File: config.mk
export PLATFORM = sky130hd
export DESIGN_NAME = jsma_lane
export DESIGN_NICKNAME = d
export VERILOG_FILES = /design/src/jsma_pkg.sv /design/src/jsma_lane.sv
export SDC_FILE = /design/constraint.sdc
export NUM_CORES = 1
export LEC_CHECK = 0
export ABC_AREA = 1
export BUFFER_PORTS_ARGS = -buffer_cell sky130_fd_sc_hd__buf_4
export CAP_MARGIN = 0
export CORE_ASPECT_RATIO = 1.1
export CORE_UTILIZATION = 35
export DETAILED_ROUTE_END_ITERATION = 7
export PLACE_DENSITY = 0.51
export SETUP_SLACK_MARGIN = 0.15
export SYNTH_ARGS = -nofsm -noshare
export SYNTH_HDL_FRONTEND = slang
export SYNTH_SLANG_ARGS = --single-unit
File: constraint.sdc
create_clock -name clk -period 17 [get_ports clk]
set_clock_uncertainty 0.15 [all_clocks]
set_input_delay 0.85 -clock clk [delete_from_list [all_inputs] [get_ports clk]]
set_output_delay 0.85 -clock clk [all_outputs]
set_load 0.02 [all_outputs]
File: src/jsma_pkg.sv
// Shared constants and types for the joint speed moving average unit.
package jsma_pkg;

  // Width of every sample, position, step and target (signed Q5.12).
  localparam int SAMP_W = 18;

  // Number of joint fields carried on the ports.
  localparam int NFIELDS = 6;

  // Default configuration.
  localparam int WINDOW_DEF = 50;
  localparam int JOINTS_DEF = 6;

  // Extra divisor applied on top of the window length.
  localparam int SCALE = 10;

  // Magnitude width of a quotient: |sum| / (WINDOW*10) never exceeds 13108.
  localparam int QUOT_W = 15;

  // Request type codes.
  localparam logic REQ_SAMPLE = 1'b0;
  localparam logic REQ_TICK   = 1'b1;

  // Saturation limits of the output range.
  localparam logic signed [SAMP_W-1:0] VAL_MAX = {1'b0, {(SAMP_W-1){1'b1}}};
  localparam logic signed [SAMP_W-1:0] VAL_MIN = {1'b1, {(SAMP_W-1){1'b0}}};

  // Control from the top level to each joint lane.
  typedef struct packed {
    logic sample_en;
    logic pipe_en;
  } lane_ctrl_t;

endpackage

File: src/jsma_lane.sv
// One joint lane: running window sum, divide by WINDOW*10 and saturated target.
module jsma_lane
  import jsma_pkg::*;
#(
  parameter int WINDOW = WINDOW_DEF
) (
  input  logic                     clk,
  input  logic                     rst_n,
  input  lane_ctrl_t               ctrl,
  input  logic signed [SAMP_W-1:0] new_sample,
  input  logic signed [SAMP_W-1:0] old_sample,
  input  logic signed [SAMP_W-1:0] position,
  output logic signed [SAMP_W-1:0] step,
  output logic signed [SAMP_W-1:0] target
);

  // The sum holds WINDOW full-scale samples exactly.
  localparam int SUM_W   = SAMP_W + $clog2(WINDOW);
  localparam int DIV     = WINDOW * SCALE;
  localparam int DIV_W   = $clog2(DIV);
  // Exact reciprocal: floor(n*RECIP >> SHIFT) equals floor(n/DIV) for n < 2**SUM_W.
  localparam int SHIFT   = SUM_W + DIV_W;
  localparam int RECIP_W = SUM_W + 2;
  localparam logic [63:0] RECIP_FULL = ((64'd1 << SHIFT) + 64'(DIV) - 64'd1) / 64'(DIV);
  localparam logic [RECIP_W-1:0] RECIP = RECIP_FULL[RECIP_W-1:0];
  localparam int PROD_W  = SUM_W + RECIP_W;

  logic signed [SUM_W-1:0]  sum_r, sum_nxt;
  logic [SUM_W-1:0]         mag;
  logic [PROD_W-1:0]        prod_r;
  logic                     neg_a_r;
  logic signed [SAMP_W-1:0] pos_a_r;
  logic signed [SAMP_W-1:0] step_b_r, step_b_nxt;
  logic signed [SAMP_W-1:0] pos_b_r;
  logic [QUOT_W-1:0]        quot;
  logic signed [SAMP_W:0]   tsum;
  logic signed [SAMP_W-1:0] step_r;
  logic signed [SAMP_W-1:0] target_r, target_nxt;

  // Running sum: drop the oldest sample and add the new one.
  assign sum_nxt = sum_r
                 - {{(SUM_W-SAMP_W){old_sample[SAMP_W-1]}}, old_sample}
                 + {{(SUM_W-SAMP_W){new_sample[SAMP_W-1]}}, new_sample};

  always_ff @(posedge clk) begin
    if (!rst_n) begin
      sum_r <= '0;
    end else if (ctrl.sample_en) begin
      sum_r <= sum_nxt;
    end
  end

  // Magnitude of the sum; the most negative value maps to its unsigned magnitude.
  assign mag = sum_r[SUM_W-1] ? (~sum_r + 1'b1) : sum_r;

  // Quotient magnitude and sign restore.
  assign quot       = prod_r[SHIFT +: QUOT_W];
  assign step_b_nxt = neg_a_r ? -$signed({{(SAMP_W-QUOT_W){1'b0}}, quot})
                              :  $signed({{(SAMP_W-QUOT_W){1'b0}}, quot});

  // Target with saturation to the field range.
  assign tsum = {pos_b_r[SAMP_W-1], pos_b_r} + {step_b_r[SAMP_W-1], step_b_r};

  always_comb begin
    if (tsum[SAMP_W] != tsum[SAMP_W-1]) begin
      target_nxt = tsum[SAMP_W] ? VAL_MIN : VAL_MAX;
    end else begin
      target_nxt = tsum[SAMP_W-1:0];
    end
  end

  // Three payload stages: reciprocal product, signed step, output register.
  always_ff @(posedge clk) begin
    if (ctrl.pipe_en) begin
      prod_r   <= PROD_W'(mag) * PROD_W'(RECIP);
      neg_a_r  <= sum_r[SUM_W-1];
      pos_a_r  <= position;
      step_b_r <= step_b_nxt;
      pos_b_r  <= pos_a_r;
      step_r   <= step_b_r;
      target_r <= target_nxt;
    end
  end

  assign step   = step_r;
  assign target = target_r;

endmodule

# ---- Word-level counts from Yosys, hierarchy flattened
# Cells that the tools add are included.
dict set report totals {
  regBits 162
  in_bits 58
  out_inout_bits 36
  wordCells 21
}
dict set report op_classes {
  n_addsub 5
  multipliers 1
  eq_ne 1
  n_mux 4
  bitwise 1
}
# op n
set ops {}
lappend ops {{multiplier 24 x 24 -> 47 bit (second input constant)} 1}
lappend ops {{2-to-1 mux 18 bit} 2}
lappend ops {{adder 24 x 1 -> 24 bit (second input constant)} 1}
lappend ops {{adder 24 bit} 1}
lappend ops {{2-to-1 mux 24 bit} 1}
lappend ops {{NOT 24 bit} 1}
lappend ops {{subtractor 24 bit} 1}
lappend ops {{adder 18 x 18 -> 19 bit} 1}
lappend ops {{negator 15 -> 18 bit} 1}
lappend ops {{2-to-1 mux 15 bit} 1}
lappend ops {{!= test 1 bit} 1}

# ---- Depth between registers and ports, before layout
dict set report logic_depth {
  depth_word 4
  depth_mapped 36
  mapped_depth_nobuf 36
}

# ---- Worst setup path after synthesis
# No wires, ideal clock.
dict set report synth_timing {
  path_type {flip-flop to flip-flop}
  from {reg sum_r[0]}
  to {reg prod_r[42], data pin}
  setup_ns 0.253
  arrival_time_ns 6.370
  required_ns 16.597
  slack_ns 10.228
  stages_incl_launch_ff 30
  period_less_slack_ns 6.772
  path_cell_list {dfxtp_1 -> inv_1 -> ha_1 -> nand3_2 -> nor2_4 -> nand3_4 -> o21ai_2 -> nand2_1 -> xor2_1 -> inv_1 -> fa_1 -> fa_1 -> xor2_1 -> fa_1 -> inv_1 -> fa_1 -> fa_1 -> inv_1 -> fa_1 -> inv_1 -> ha_1 -> nand2_1 -> nor2_1 -> inv_1 -> nor2_1 -> inv_1 -> o21ai_0 -> nand2_1 -> nand4_1 -> nand2_1}
}
dict set report synth_between {
  elab_chain_cells 4
}
# element line_no
set synth_lines {}
lappend synth_lines {{start: declaration} jsma_lane.sv:28} ;# logic signed [SUM_W-1:0] sum_r, sum_nxt;
lappend synth_lines {{start signal: assignment} jsma_lane.sv:49} ;# sum_r <= sum_nxt;
lappend synth_lines {{NOT 24 bit} jsma_lane.sv:54} ;# assign mag = sum_r[SUM_W-1] ? (~sum_r + 1'b1) : sum_r;
lappend synth_lines {{adder 24 x 1 -> 24 bit} jsma_lane.sv:54}
lappend synth_lines {{2-to-1 mux 24 bit *} jsma_lane.sv:54}
lappend synth_lines {{multiplier 24 x 24 -> 47 bit *} jsma_lane.sv:75} ;# prod_r <= PROD_W'(mag) * PROD_W'(RECIP);
lappend synth_lines {{end signal: assignment} jsma_lane.sv:75}
lappend synth_lines {{end: declaration} jsma_lane.sv:30} ;# logic [PROD_W-1:0] prod_r;
# Every way passes the cells marked *; elsewhere a longest branch is shown, timed or not.
# A chain may end at the register's enable or synchronous reset.

# ---- Worst setup path after layout
dict set report layout_timing {
  from {reg sum_r[0]}
  to {reg prod_r[33], data pin}
}
# Same word-level chain as after synthesis.

==> flow_summary.json <==
{
  "fp.dieH_um": 244,
  "yosysTopAreaCellShare_pct": 19.7,
  "maxCapViolCount": 0,
  "cts_setup_buffers": 0,
  "status": "completed",
  "startpoint_type": "flop",
  "ys_async_sr_fraction_pct": 0,
  "gr-usage-all-layers_pct": 20.3,
  "nFillCells": 5373,
  "path_buf_inv": 5,
  "drt-initial-drc-count": 669,
  "synthCells": 2315,
  "yosysSeqAreaShare_pct": 19.7,
  "slew_violations": 0,
  "diodes": 0,
  "cp_top_family": "adder cells",
  "yosysMostFrequentCell": "inv_1",
  "synth_top_cells_by_count": "inv_1, nand2_1, ha_1, fa_1, nor2_1",
  "syn-cell-area_um2": 18600,
  "ys_top_cells_by_area": "fa_1, ha_1, edfxtp_1, inv_1, nand2_1",
  "core.rowCount": 88,
  "synth_edf_count": 106,
  "critPathMaxFanout": 9,
  "synth_top_area_cell": "fa_1",
  "coreArea_um2": 52500,
  "dr.pass1.iters": 6,
  "arrival_ns": 8.07,
  "routed_via_density": 4.80,
  "cts-root-buf": "clkbuf_16",
  "drt-total-wl_um": 54000,
  "grt_overflow": 0,
  "ys.flop_type": "edfxtp_1",
  "register_area_um2": 3660,
  "synthDistinctLibCells": 50,
  "cpPeakStageDelay_ns": 0.86,
  "yosys_warnings": 0,
  "start_util_pct": 35.5,
  "multi_input_area_um2": 12800,
  "synth_fp_nets": 2828,
  "via_count": 14900,
  "grt_max_degree": 64,
  "insertion_delay_ns": 0.46,
  "cts_tree": "done",
  "yosys_register_bits": 130,
  "rsz0062_at_grt": "no",
  "clkSlewWorstSetupHoldPaths_ns": 0.07,
  "nets": 2930,
  "io-pin-count": 94,
  "avgSynthCellArea_um2": 8.05,
  "worstSetupEndpointType": "flop",
  "critPathKind": "reg -> reg",
  "wl_per_cell_um": 17.4,
  "cts_sinks": 130,
  "post_route_cells_drive_above_1_share_pct": 8.97,
  "drc_errors": 0,
  "area_growth_pct": 11.3,
  "hold_violations": 0,
  "hold_class": "reg -> reg",
  "cpMaxStageDelayCell": "xor2_1",
  "period_share_pct": 47.2,
  "tightest_slew_ns": 1.12,
  "ff2ff_setup_slack_ns": 8.98,
  "grt_pass1_wl_um": 83800,
  "cts_buffer_depth": 2,
  "cts_resized": 0,
  "htreeDepth": 4,
  "cts_buffers": 17,
  "fin_crit_ns": 8.02,
  "fin_tns_setup_ns": 0,
  "dp_hpwl_um": 47000,
  "antenna_found_initial": 0,
  "clock.fmax_ghz": 0.125,
  "grt_pass1_vias": 15500,
  "fp.dieW_um": 222,
  "drtAntennaViolNets": 0,
  "slew_headroom_pct": 25.2,
  "cp.required_ns": 17.05,
  "place_congestion": 0.925,
  "portBuffers": 93,
  "setup_viol": 0,
  "ctsHoldBuffers": 0,
  "die-area_um2": 54200,
  "cp_common_cell": "fa_1"
}
[routing by layer]
layer / routed length [µm] / track usage (%) / vias to the layer above
li1: - / - / 7449
met1: 22200 / 22.8 / 7042
met2: 28000 / 38.2 / 326
met3: 1680 / 2.41 / 99
met4: 2160 / 8.74 / 0
met5: 0 / 0 / -
[worst paths after layout]
path                                  from         end  depth (start not counted)
worst max register to register    sum_r[0]  prod_r[33]                         28
worst max-delay path              sum_r[0]  prod_r[33]                         28
worst min register to register  pos_a_r[0]  pos_b_r[0]                          0
worst min-delay path            pos_a_r[0]  pos_b_r[0]                          0
[worst register-to-register path, delay by kind of cell, from the launching register on]
family | cells | cell delay [ns]
adder cells (fa/ha/maj) | 8 | 3.58
flip-flops | 1 | 0.45
AND/OR/NAND/NOR | 9 | 0.98
buffers and inverters | 5 | 0.67
AO/OA/AOI/OAI | 4 | 0.75
XOR/XNOR | 2 | 1.16
[flip-flops by register name, summed over array words and instances, names as in the netlist]
| signal | cells |
|---|---|
| step | 18 |
| sum_r | 24 |
| target | 18 |
| neg_a_r | 1 |
| step_b_r | 18 |
| pos_b_r | 18 |
| prod_r | 15 |
| pos_a_r | 18 |
[per-stage QoR]
stage	hold WS, ns	std cells	instance area, µm²	worst slack [ns]	util (%)
after global placement	0.253	3073	20100	8.96	38.4
after CTS	0.269	3105	20700	8.93	39.5
after global routing	0.274	3105	20700	8.41	39.5
after detailed placement	0.255	3073	20100	8.95	38.4
final	0.269	3105	20700	8.98	39.5
after floorplan	0.250	2315	18600	10.23	-
[logic make-up (layout without fill, tap and decap cells)]
kind of cell	Yosys count	count (layout)	share of synthesized area, %
compound gates	259	259	7.72
xor+xnor	67	67	3.47
fa+ha+maj	455	455	37.9
buf+inv	583	698	11.9
flops	130	130	19.7
other cells	1	1	0.0201
simple gates	820	820	19.4
[cell usage in the layout (no fill, tap or decap), types with 3 or more instances in the layout]
master,Yosys,final
xor2_2,3,4
inv_8,0,3
inv_1,550,550
nand2_4,4,4
nand2_1,465,465
a21o_1,13,13
dfxtp_1,24,24
nor3_1,16,16
and2_1,3,3
nand2_2,19,19
ha_1,272,272
nand3_4,3,3
o21ai_2,5,5
nor4_1,6,6
nor2_4,6,6
a31oi_1,3,3
nor2_2,6,6
nand3b_1,7,7
xnor2_1,14,14
nand3_1,84,84
inv_2,18,18
clkbuf_16,0,17
xor2_1,48,47
buf_4,3,98
inv_6,0,5
o21bai_1,11,11
a21oi_1,128,128
or2_2,6,6
or2_1,6,6
nand4_1,24,24
o21a_1,6,6
o21ai_1,4,4
fa_1,183,183
nor2_1,154,154
nand3_2,7,7
edfxtp_1,106,106
o21ai_0,81,81
[layout make-up]
cell class	instances	share of cell area [%]
clock inverter	15	0.820
inverter	568	10.3
multi-input combinational	1602	61.6
tap	675	4.07
timing repair buffer	98	3.55
sequential	130	17.7
clock buffer	17	2.05
Power is not shown: default switching activity piles up to over one toggle a cycle in this logic, so the estimate is an artifact.
