===== src/jsma_pkg.sv =====
// Shared constants and types for the joint speed moving average unit.
package jsma_pkg;

  // Width of every sample, position, step and target (signed Q5.12).
  localparam int SAMP_W = 18;

  // Number of joint fields carried on the ports.
  localparam int NFIELDS = 6;

  // Default configuration.
  localparam int WINDOW_DEF = 50;
  localparam int JOINTS_DEF = 6;

  // Extra divisor applied on top of the window length.
  localparam int SCALE = 10;

  // Magnitude width of a quotient: |sum| / (WINDOW*10) never exceeds 13108.
  localparam int QUOT_W = 15;

  // Request type codes.
  localparam logic REQ_SAMPLE = 1'b0;
  localparam logic REQ_TICK   = 1'b1;

  // Saturation limits of the output range.
  localparam logic signed [SAMP_W-1:0] VAL_MAX = {1'b0, {(SAMP_W-1){1'b1}}};
  localparam logic signed [SAMP_W-1:0] VAL_MIN = {1'b1, {(SAMP_W-1){1'b0}}};

  // Control from the top level to each joint lane.
  typedef struct packed {
    logic sample_en;
    logic pipe_en;
  } lane_ctrl_t;

endpackage


===== src/jsma_cell.sv =====
// One history cell: holds one speed sample of every joint and hands it on.
module jsma_cell
  import jsma_pkg::*;
#(
  parameter int JOINTS = JOINTS_DEF
) (
  input  logic                           clk,
  input  logic                           rst_n,
  input  logic                           shift_en,
  input  logic [JOINTS-1:0][SAMP_W-1:0]  d_in,
  output logic [JOINTS-1:0][SAMP_W-1:0]  d_out
);

  logic [JOINTS-1:0][SAMP_W-1:0] data_r;

  // The history starts cleared, so the cell resets to zero speed.
  always_ff @(posedge clk) begin
    if (!rst_n) begin
      data_r <= '0;
    end else if (shift_en) begin
      data_r <= d_in;
    end
  end

  assign d_out = data_r;

endmodule


===== config.mk =====
export PLATFORM = sky130hd
export DESIGN_NAME = jsma_cell
export DESIGN_NICKNAME = d
export VERILOG_FILES = /design/src/jsma_pkg.sv /design/src/jsma_cell.sv
export SDC_FILE = /design/constraint.sdc
export NUM_CORES = 1
export LEC_CHECK = 0
export BUFFER_PORTS_ARGS = -buffer_cell sky130_fd_sc_hd__buf_2
export CAP_MARGIN = 25
export CORE_MARGIN = 2
export CORE_UTILIZATION = 40
export DETAILED_ROUTE_END_ITERATION = 10
export PLACE_DENSITY = 0.77
export RECOVER_POWER = 25
export SLEW_MARGIN = 25
export SYNTH_ARGS = -nofsm -noshare
export SYNTH_HDL_FRONTEND = slang
export SYNTH_SLANG_ARGS = --single-unit

===== constraint.sdc =====
create_clock -name clk -period 0.8 [get_ports clk]
set_input_delay 0.08 -clock clk [delete_from_list [all_inputs] [get_ports clk]]
set_output_delay 0.08 -clock clk [all_outputs]
set_load 0.02 [all_outputs]

# --- After elaboration in Yosys (flattened, before gate mapping) ---
# Cells that the tools add are included.
word_totals:
  reg_bits: 108
  in_bits: 111

# --- Depth between registers and ports, before layout ---
# Gate-level depths: netlist (run 1).
logic_depth:
  word_depth: 0
  depth_mapped: 5
  depth_no_buf: 2

# --- Least setup slack after synthesis (run 1) ---
# OpenSTA, ideal clock, no wires.
synth_path:
  path_kind: "input to register"
  startpoint: "input shift_en"
  endpoint: "register data_r (netlist bit d_out[0])"
  t_arrival_ns: 0.745
  slack_ns: -0.061
  cell_stages: 5
  path_buffers: 3
  cell_sequence: "buf_4 -> buf_6 -> buf_8 -> mux2i_1 -> nor2b_1"
synth_rtl:
  columns: ["element", "line", "text"]
  rows:
  - ["start, declared", "jsma_cell.sv:9", "input logic shift_en,"]
  - ["end signal, assigned", "jsma_cell.sv:21", "data_r <= d_in;"]
  - ["end, declared", "jsma_cell.sv:14", "logic [JOINTS-1:0][SAMP_W-1:0] data_r;"]

# --- Worst setup path in the final report (run 1) ---
layout_path:
  startpoint: "register data_r (netlist bit d_out[10])"
  endpoint: "output d_out[10] in the netlist's numbering"
layout_rtl:
  columns: ["element", "line", "text"]
  rows:
  - ["end, declared", "jsma_cell.sv:11", "output logic [JOINTS-1:0][SAMP_W-1:0] d_out"]
# No word-level cell between the ends.

==> run_results.csv, run 1 <==
group,metric,value,unit
final_layout,layout-drive-gt1-share,54.6,%
die,die_w,105,µm
run,drv_cap,0,
yosys,yosysWarningCount,0,
yosys,ys_ff_latch,108,
sta,slew_viol_final,0,
yosys,synthDistinctLibCells,8,
sta,hold_violations,0,
setup_path,crit_fanout,2,
sta,worst_slack,-0.156,ns
global_routing,grt_usage,24.3,%
detailed_routing,wire_per_inst,16.7,µm
power,p_per_area,1590,nW/µm²
global_routing,antenna_found_initial,1,
die,ios,219,
setup_path,cpMaxStageDelayCell,"dfxtp_2",
clock_network,insertion_delay,0.36,ns
setup_path,endpoint,"d_out[10]",
worst_hold_path,whs_path_depth,3,
detailed_routing,dr.pass1.iters,4,
setup_path,crit_path_start_kind,"flop",
clock_network,cts_num_sinks,108,
sta,max_freq,1050,MHz
sta,worstMarginPinSlew,0.218,ns
yosys,yosysTopAreaCell,"dfxtp_1",
setup_path,r2r-end,"d_out[53]",
clock_network,clockBufferDepth,2,
power,peakVddDrop,1120,µV
yosys,syn_area,4080,µm²
worst_hold_path,hold_start,"d_in[74]",
yosys,syn_inst,348,
yosys,synth_area_leaders,"dfxtp_1 53%, mux2i_1 27%, nor2b_1 17%",
clock_network,cts_max_level,3,
run_status,status,"complete, but fails checks",
setup_path,crit_start,"d_out[10]",
detailed_routing,first_iter_violations,84,
die,fp.dieH,105,µm
setup_path,reg2regPathDepth,3,
detailed_routing,viasPerCell,4.57,
sta,final.min_clock_period,0.956,ns
setup_path,critPathKind,"flop to output port",
setup_path,required,0.72,ns
setup_path,end_kind,"output port",
setup_path,path_buf_inv,1,
placed_design,io_buffer_count,218,
yosys,syn_nets,459,
placed_design,dp_hpwl,6620,µm
yosys,avgSynthCellArea,11.7,µm²
die,start_util,41.5,%
detailed_routing,wirelength,14100,µm
global_routing,grt_max_degree,62,
sta,rsz0062_at_grt,"yes",
final_layout,largest_register_ffs,108,
final_layout,fillers,530,
sta,whs,0.0222,ns
clock_network,cts_tree,"yes",
global_routing,grt_pass1_wl,21300,µm
yosys,synth_top_area_share,53.1,%
die,die_area,11000,µm²
setup_path,path_cells,"buf_6",
detailed_routing,drc_errors,0,
clock_network,cts_root_buf,"clkbuf_8",
global_routing,grt-ovfl-total,0,
setup_path,crit_path_max_incr_delay,0.38,ns
sta,setup_viol,113,
setup_path,reg2reg_from,"d_out[53]",
setup_path,regToRegSetupSlack,-0.05,ns
setup_path,crit_family,"flip-flops",
placed_design,place_congestion,0.737,
sta,fin_crit_sh,119,%
final_layout,nNetsFinal,815,
sta,setup_tns,-11.60,ns
worst_hold_path,hold_class,"input port to flop",
die,rows,36,
sta,slew_headroom,85.0,%
clock_network,cts_inserted_buffers,9,
final_layout,syn_to_final_growth,88.7,%
detailed_routing,drtAntennaViolNets,0,
setup_path,cp.depth,1,
die,core_area,9820,µm²
detailed_routing,dr_total_vias,3851,
run_status,violations,"negative setup slack",
setup_path,arrival,0.88,ns
power,p_leak,3.64,nW
clock_network,clk_pin_slew_worst_paths,0.11,ns
global_routing,grt_pass1_vias,4122,
yosys,seq_area_frac_synth,53.1,%
sta,final.setup_skew,0,ns
[worst min-delay path: cells and delay by family]
family	cells	cell delay [ns]
multiplexers	1	0.06
AND/OR/NAND/NOR	1	0.12
buffers and inverters	1	0.08
[worst min path at each step]
| stage | end | slack (ns) |
|---|---|---|
| 2_1_floorplan | d_out[107] | 0.25 |
| 3_3_place_gp | d_out[23] | 0.34 |
| 3_5_place_dp | d_out[102] | 0.35 |
| 4_1_cts | d_out[74] | 0.004 |
| 5_1_grt | d_out[74] | 0.03 |
| 6_report | d_out[74] | 0.02 |
[per-layer routing]
metal,track usage [%],wire length (µm),up-vias
met5,0,0,-
met4,9.05,405,0
met3,8.80,1230,28
met2,42.7,7130,182
met1,26.8,5360,1780
li1,-,-,1861
[cell type report]
class,instances,area (µm²),share of cell area (%)
timing repair buffer,369,3260,42.4
sequential,108,2300,29.9
multi-input combinational,216,1770,23.0
tap,133,166,2.16
clock buffer,11,131,1.71
clock inverter,5,61.3,0.797
antenna,1,2.50,0.0325
[power breakdown]
| group | switching, mW | total (mW) | leakage, nW | internal, mW |
|---|---|---|---|---|
| sequential | 0.250 | 6.01 | 0.930 | 5.76 |
| clock | 1.84 | 3.31 | 0.0979 | 1.47 |
| combinational | 1.22 | 2.92 | 2.61 | 1.70 |
| total | 3.31 | 12.2 | 3.64 | 8.93 |
[what timing repair did]
item / CTS / global route
buffers inserted: 3 / 25
hold buffers: 105 / 2
endpoints found under the hold margin: 105 / 2
gates resized for setup: 324 / 10
endpoints found under the setup margin: 108 / 110
[Yosys cell counts]
cell	number
buf_8	2
mux2i_1	108
buf_6	1
dfxtp_1	108
buf_2	2
buf_4	9
clkbuf_1	10
nor2b_1	108
[logic make-up (layout without fill, tap and decap cells)]
family	after synthesis	in the layout	synth area share, %
flip-flops	108	108	53.1
multiplexers	108	108	26.5
buffers and inverters	24	385	3.84
other	0	1	0
AND/OR/NAND/NOR	108	108	16.6
[cell usage in the layout, fill, tap and decap left out, types with 2 or more instances in the layout]
| cell type | synthesis | layout |
|---|---|---|
| buf_12 | 0 | 5 |
| buf_2 | 2 | 109 |
| buf_4 | 9 | 32 |
| buf_6 | 1 | 116 |
| clkbuf_1 | 10 | 2 |
| clkbuf_8 | 0 | 9 |
| clkinv_4 | 0 | 2 |
| dfxtp_2 | 0 | 108 |
| dlygate4sd3_1 | 0 | 107 |
| mux2i_1 | 108 | 105 |
| mux2i_2 | 0 | 3 |
| nor2b_1 | 108 | 108 |
[metrics by stage]
step,cell area [µm²],utilization (%),worst slack [ns],power (mW),cells
after floorplan,4090,-,-0.00501,7.11,348
after global placement,5370,54.6,-0.0587,7.80,691
after detailed placement,5370,54.6,-0.0944,7.85,691
after CTS,7440,75.8,-0.145,12.0,815
after global routing,7690,78.3,-0.186,12.7,843
final,7690,78.3,-0.156,12.2,843
(Power assumes the default switching activity.)
==> run 2: changes to the inputs <==
--- a/config.mk
+++ b/config.mk
@@ -11,5 +11,5 @@
 export CORE_UTILIZATION = 40
 export DETAILED_ROUTE_END_ITERATION = 10
-export PLACE_DENSITY = 0.77
+export PLACE_DENSITY = 0.8
 export RECOVER_POWER = 25
 export SLEW_MARGIN = 25
==> constraint.sdc (replaced) <==
create_clock -name clk -period 0.8 [get_ports clk]
set_input_delay 0.12 -clock clk [delete_from_list [all_inputs] [get_ports clk]]
set_output_delay 0.12 -clock clk [all_outputs]
set_load 0.02 [all_outputs]
==> run_results.csv, run 2 (same netlist as run 1, synthesis figures left out) <==
group,metric,value,unit
run_status,status,"complete, but fails checks",
run_status,violations,"negative setup slack",
final_layout,antenna_cells,0,
detailed_routing,drc_errors,0,
sta,worstMarginPinSlew,0.227,ns
setup_path,crit_path_start_kind,"flop",
final_layout,fin_area,6700,µm²
setup_path,path_cells,"buf_6",
setup_path,crit_path_max_incr_delay,0.37,ns
worst_hold_path,hold_class,"input port to flop",
global_routing,grt_pass1_vias,3578,
detailed_routing,first_iter_violations,86,
power,pwr-share-seq,50.0,%
clock_network,cts_root_buf,"clkbuf_8",
global_routing,antenna_found_initial,0,
detailed_routing,wire_per_inst,15.8,µm
placed_design,dp_hpwl,6880,µm
sta,slew_viol_final,0,
die,start_util,41.5,%
final_layout,finalNonFillerCells,738,
setup_path,crit_fanout,2,
power,p_int,8.88,mW
sta,max_freq,1020,MHz
clock_network,insertion_delay,0.35,ns
die,die_area,11000,µm²
die,ios,219,
global_routing,grt_usage,20.3,%
clock_network,cts_num_sinks,108,
global_routing,grt-ovfl-total,0,
die,core_area,9820,µm²
power,clock_power_share,29.5,%
die,die_w,105,µm
power,p_per_area,1790,nW/µm²
sta,setup_viol,110,
clock_network,clockBufferDepth,2,
detailed_routing,dr_total_vias,3408,
setup_path,regToRegSetupSlack,-0.02,ns
setup_path,critPathKind,"flop to output port",
final_layout,largest_register_ffs,108,
placed_design,place_congestion,0.714,
detailed_routing,dr.pass1.iters,5,
sta,slew_headroom,84.5,%
setup_path,required,0.68,ns
power,p_leak,3.20,nW
power,power.switching,3.13,mW
setup_path,cpMaxStageDelayCell,"dfxtp_2",
final_layout,layout_common_cells,"115 x buf_6, 109 x buf_2, 108 x nor2b_1",
sta,worst_slack,-0.178,ns
final_layout,final_util,68.2,%
power,p_total,12.0,mW
detailed_routing,viasPerCell,4.62,
power,combinationalPowerShare,20.5,%
run,drv_cap,0,
setup_path,arrival,0.86,ns
sta,rsz0062_at_grt,"yes",
detailed_routing,drtAntennaViolNets,0,
setup_path,path_buf_inv,1,
clock_network,cts_tree,"yes",
placed_design,io_buffer_count,218,
placed_design,dp.cells,686,
detailed_routing,wirelength,11700,µm
clock_network,cts_max_level,3,
placed_design,place_ws,-0.164,ns
final_layout,layout-drive-gt1-share,62.1,%
final_layout,final_common_cell,"buf_6",
power,peakVddDrop,1040,µV
setup_path,crit_family,"flip-flops",
placed_design,postPlaceCellArea,5320,µm²
sta,fin_crit_sh,122,%
power,p_sw_share,26.1,%
sta,hold_violations,0,
clock_network,clk_pin_slew_worst_paths,0.10,ns
final_layout,syn_to_final_growth,64.4,%
sta,final.min_clock_period,0.978,ns
final_layout,fillers,696,
global_routing,grt_max_degree,57,
sta,final.setup_skew,0,ns
die,rows,36,
final_layout,nNetsFinal,711,
setup_path,end_kind,"output port",
clock_network,cts_inserted_buffers,9,
global_routing,grt_pass1_wl,17800,µm
die,fp.dieH,105,µm
run 2: per-layer routing:
metal  track usage, %  vias up  part of all wire (%)  wire length, µm
met3             5.86       17                   7.6              891
li1                 -     1650                     -                -
met4             9.33        0                   2.1              241
met5                0        -                     0                0
met1             21.7     1588                    38             4450
met2             36.8      153                    52             6080
run 2: timing repair:
item | 4_1_cts | 5_1_grt
hold buffers | 15 | 0
hold endpoints to repair | 15 | 0
setup buffers | 10 | 12
resized for setup | 324 | 12
setup endpoints to repair | 108 | 114
run 2: tightest hold or removal path: cells and delay by family:
kind	cells	cell delay (ns)
buffers and inverters	1	0.08
and+or+nand+nor	1	0.09
muxes	1	0.05
run 2: final cells by class:
class                           instances  area (µm²)  area share [%]
Clock buffer                            9         124            1.85
Clock inverter                          7        91.3            1.36
Multi-Input combinational cell        216        1790            26.7
Sequential cell                       108        2290            34.2
Tap cell                              133         166            2.48
Timing Repair Buffer                  265        2240            33.4
run 2: power groups by stage:
stage	clock network [mW]	logic (mW)	registers (mW)
after floorplan	0	0.740	6.37
after global placement	0	1.81	5.96
after detailed placement	0	1.86	5.97
after CTS	3.65	2.33	5.99
after global routing	3.88	2.61	6.04
final	3.54	2.46	6.01
run 2: final timing paths:
path | to | cells past startpoint | from
worst min-delay path | d_out[32] | 3 | d_in[32]
worst min register to register | d_out[33] | 2 | d_out[33]
worst max-delay path | d_out[8] | 1 | d_out[8]
worst max register to register | d_out[93] | 3 | d_out[93]
run 2: through the flow:
step	hold WS [ns]	setup TNS, ns
floorplan	0.289	-0.900
global placement	0.375	-6.03
detailed placement	0.387	-8.92
CTS	0.0000450	-17.41
global route	0.00724	-19.73
finish	0.0226	-15.07
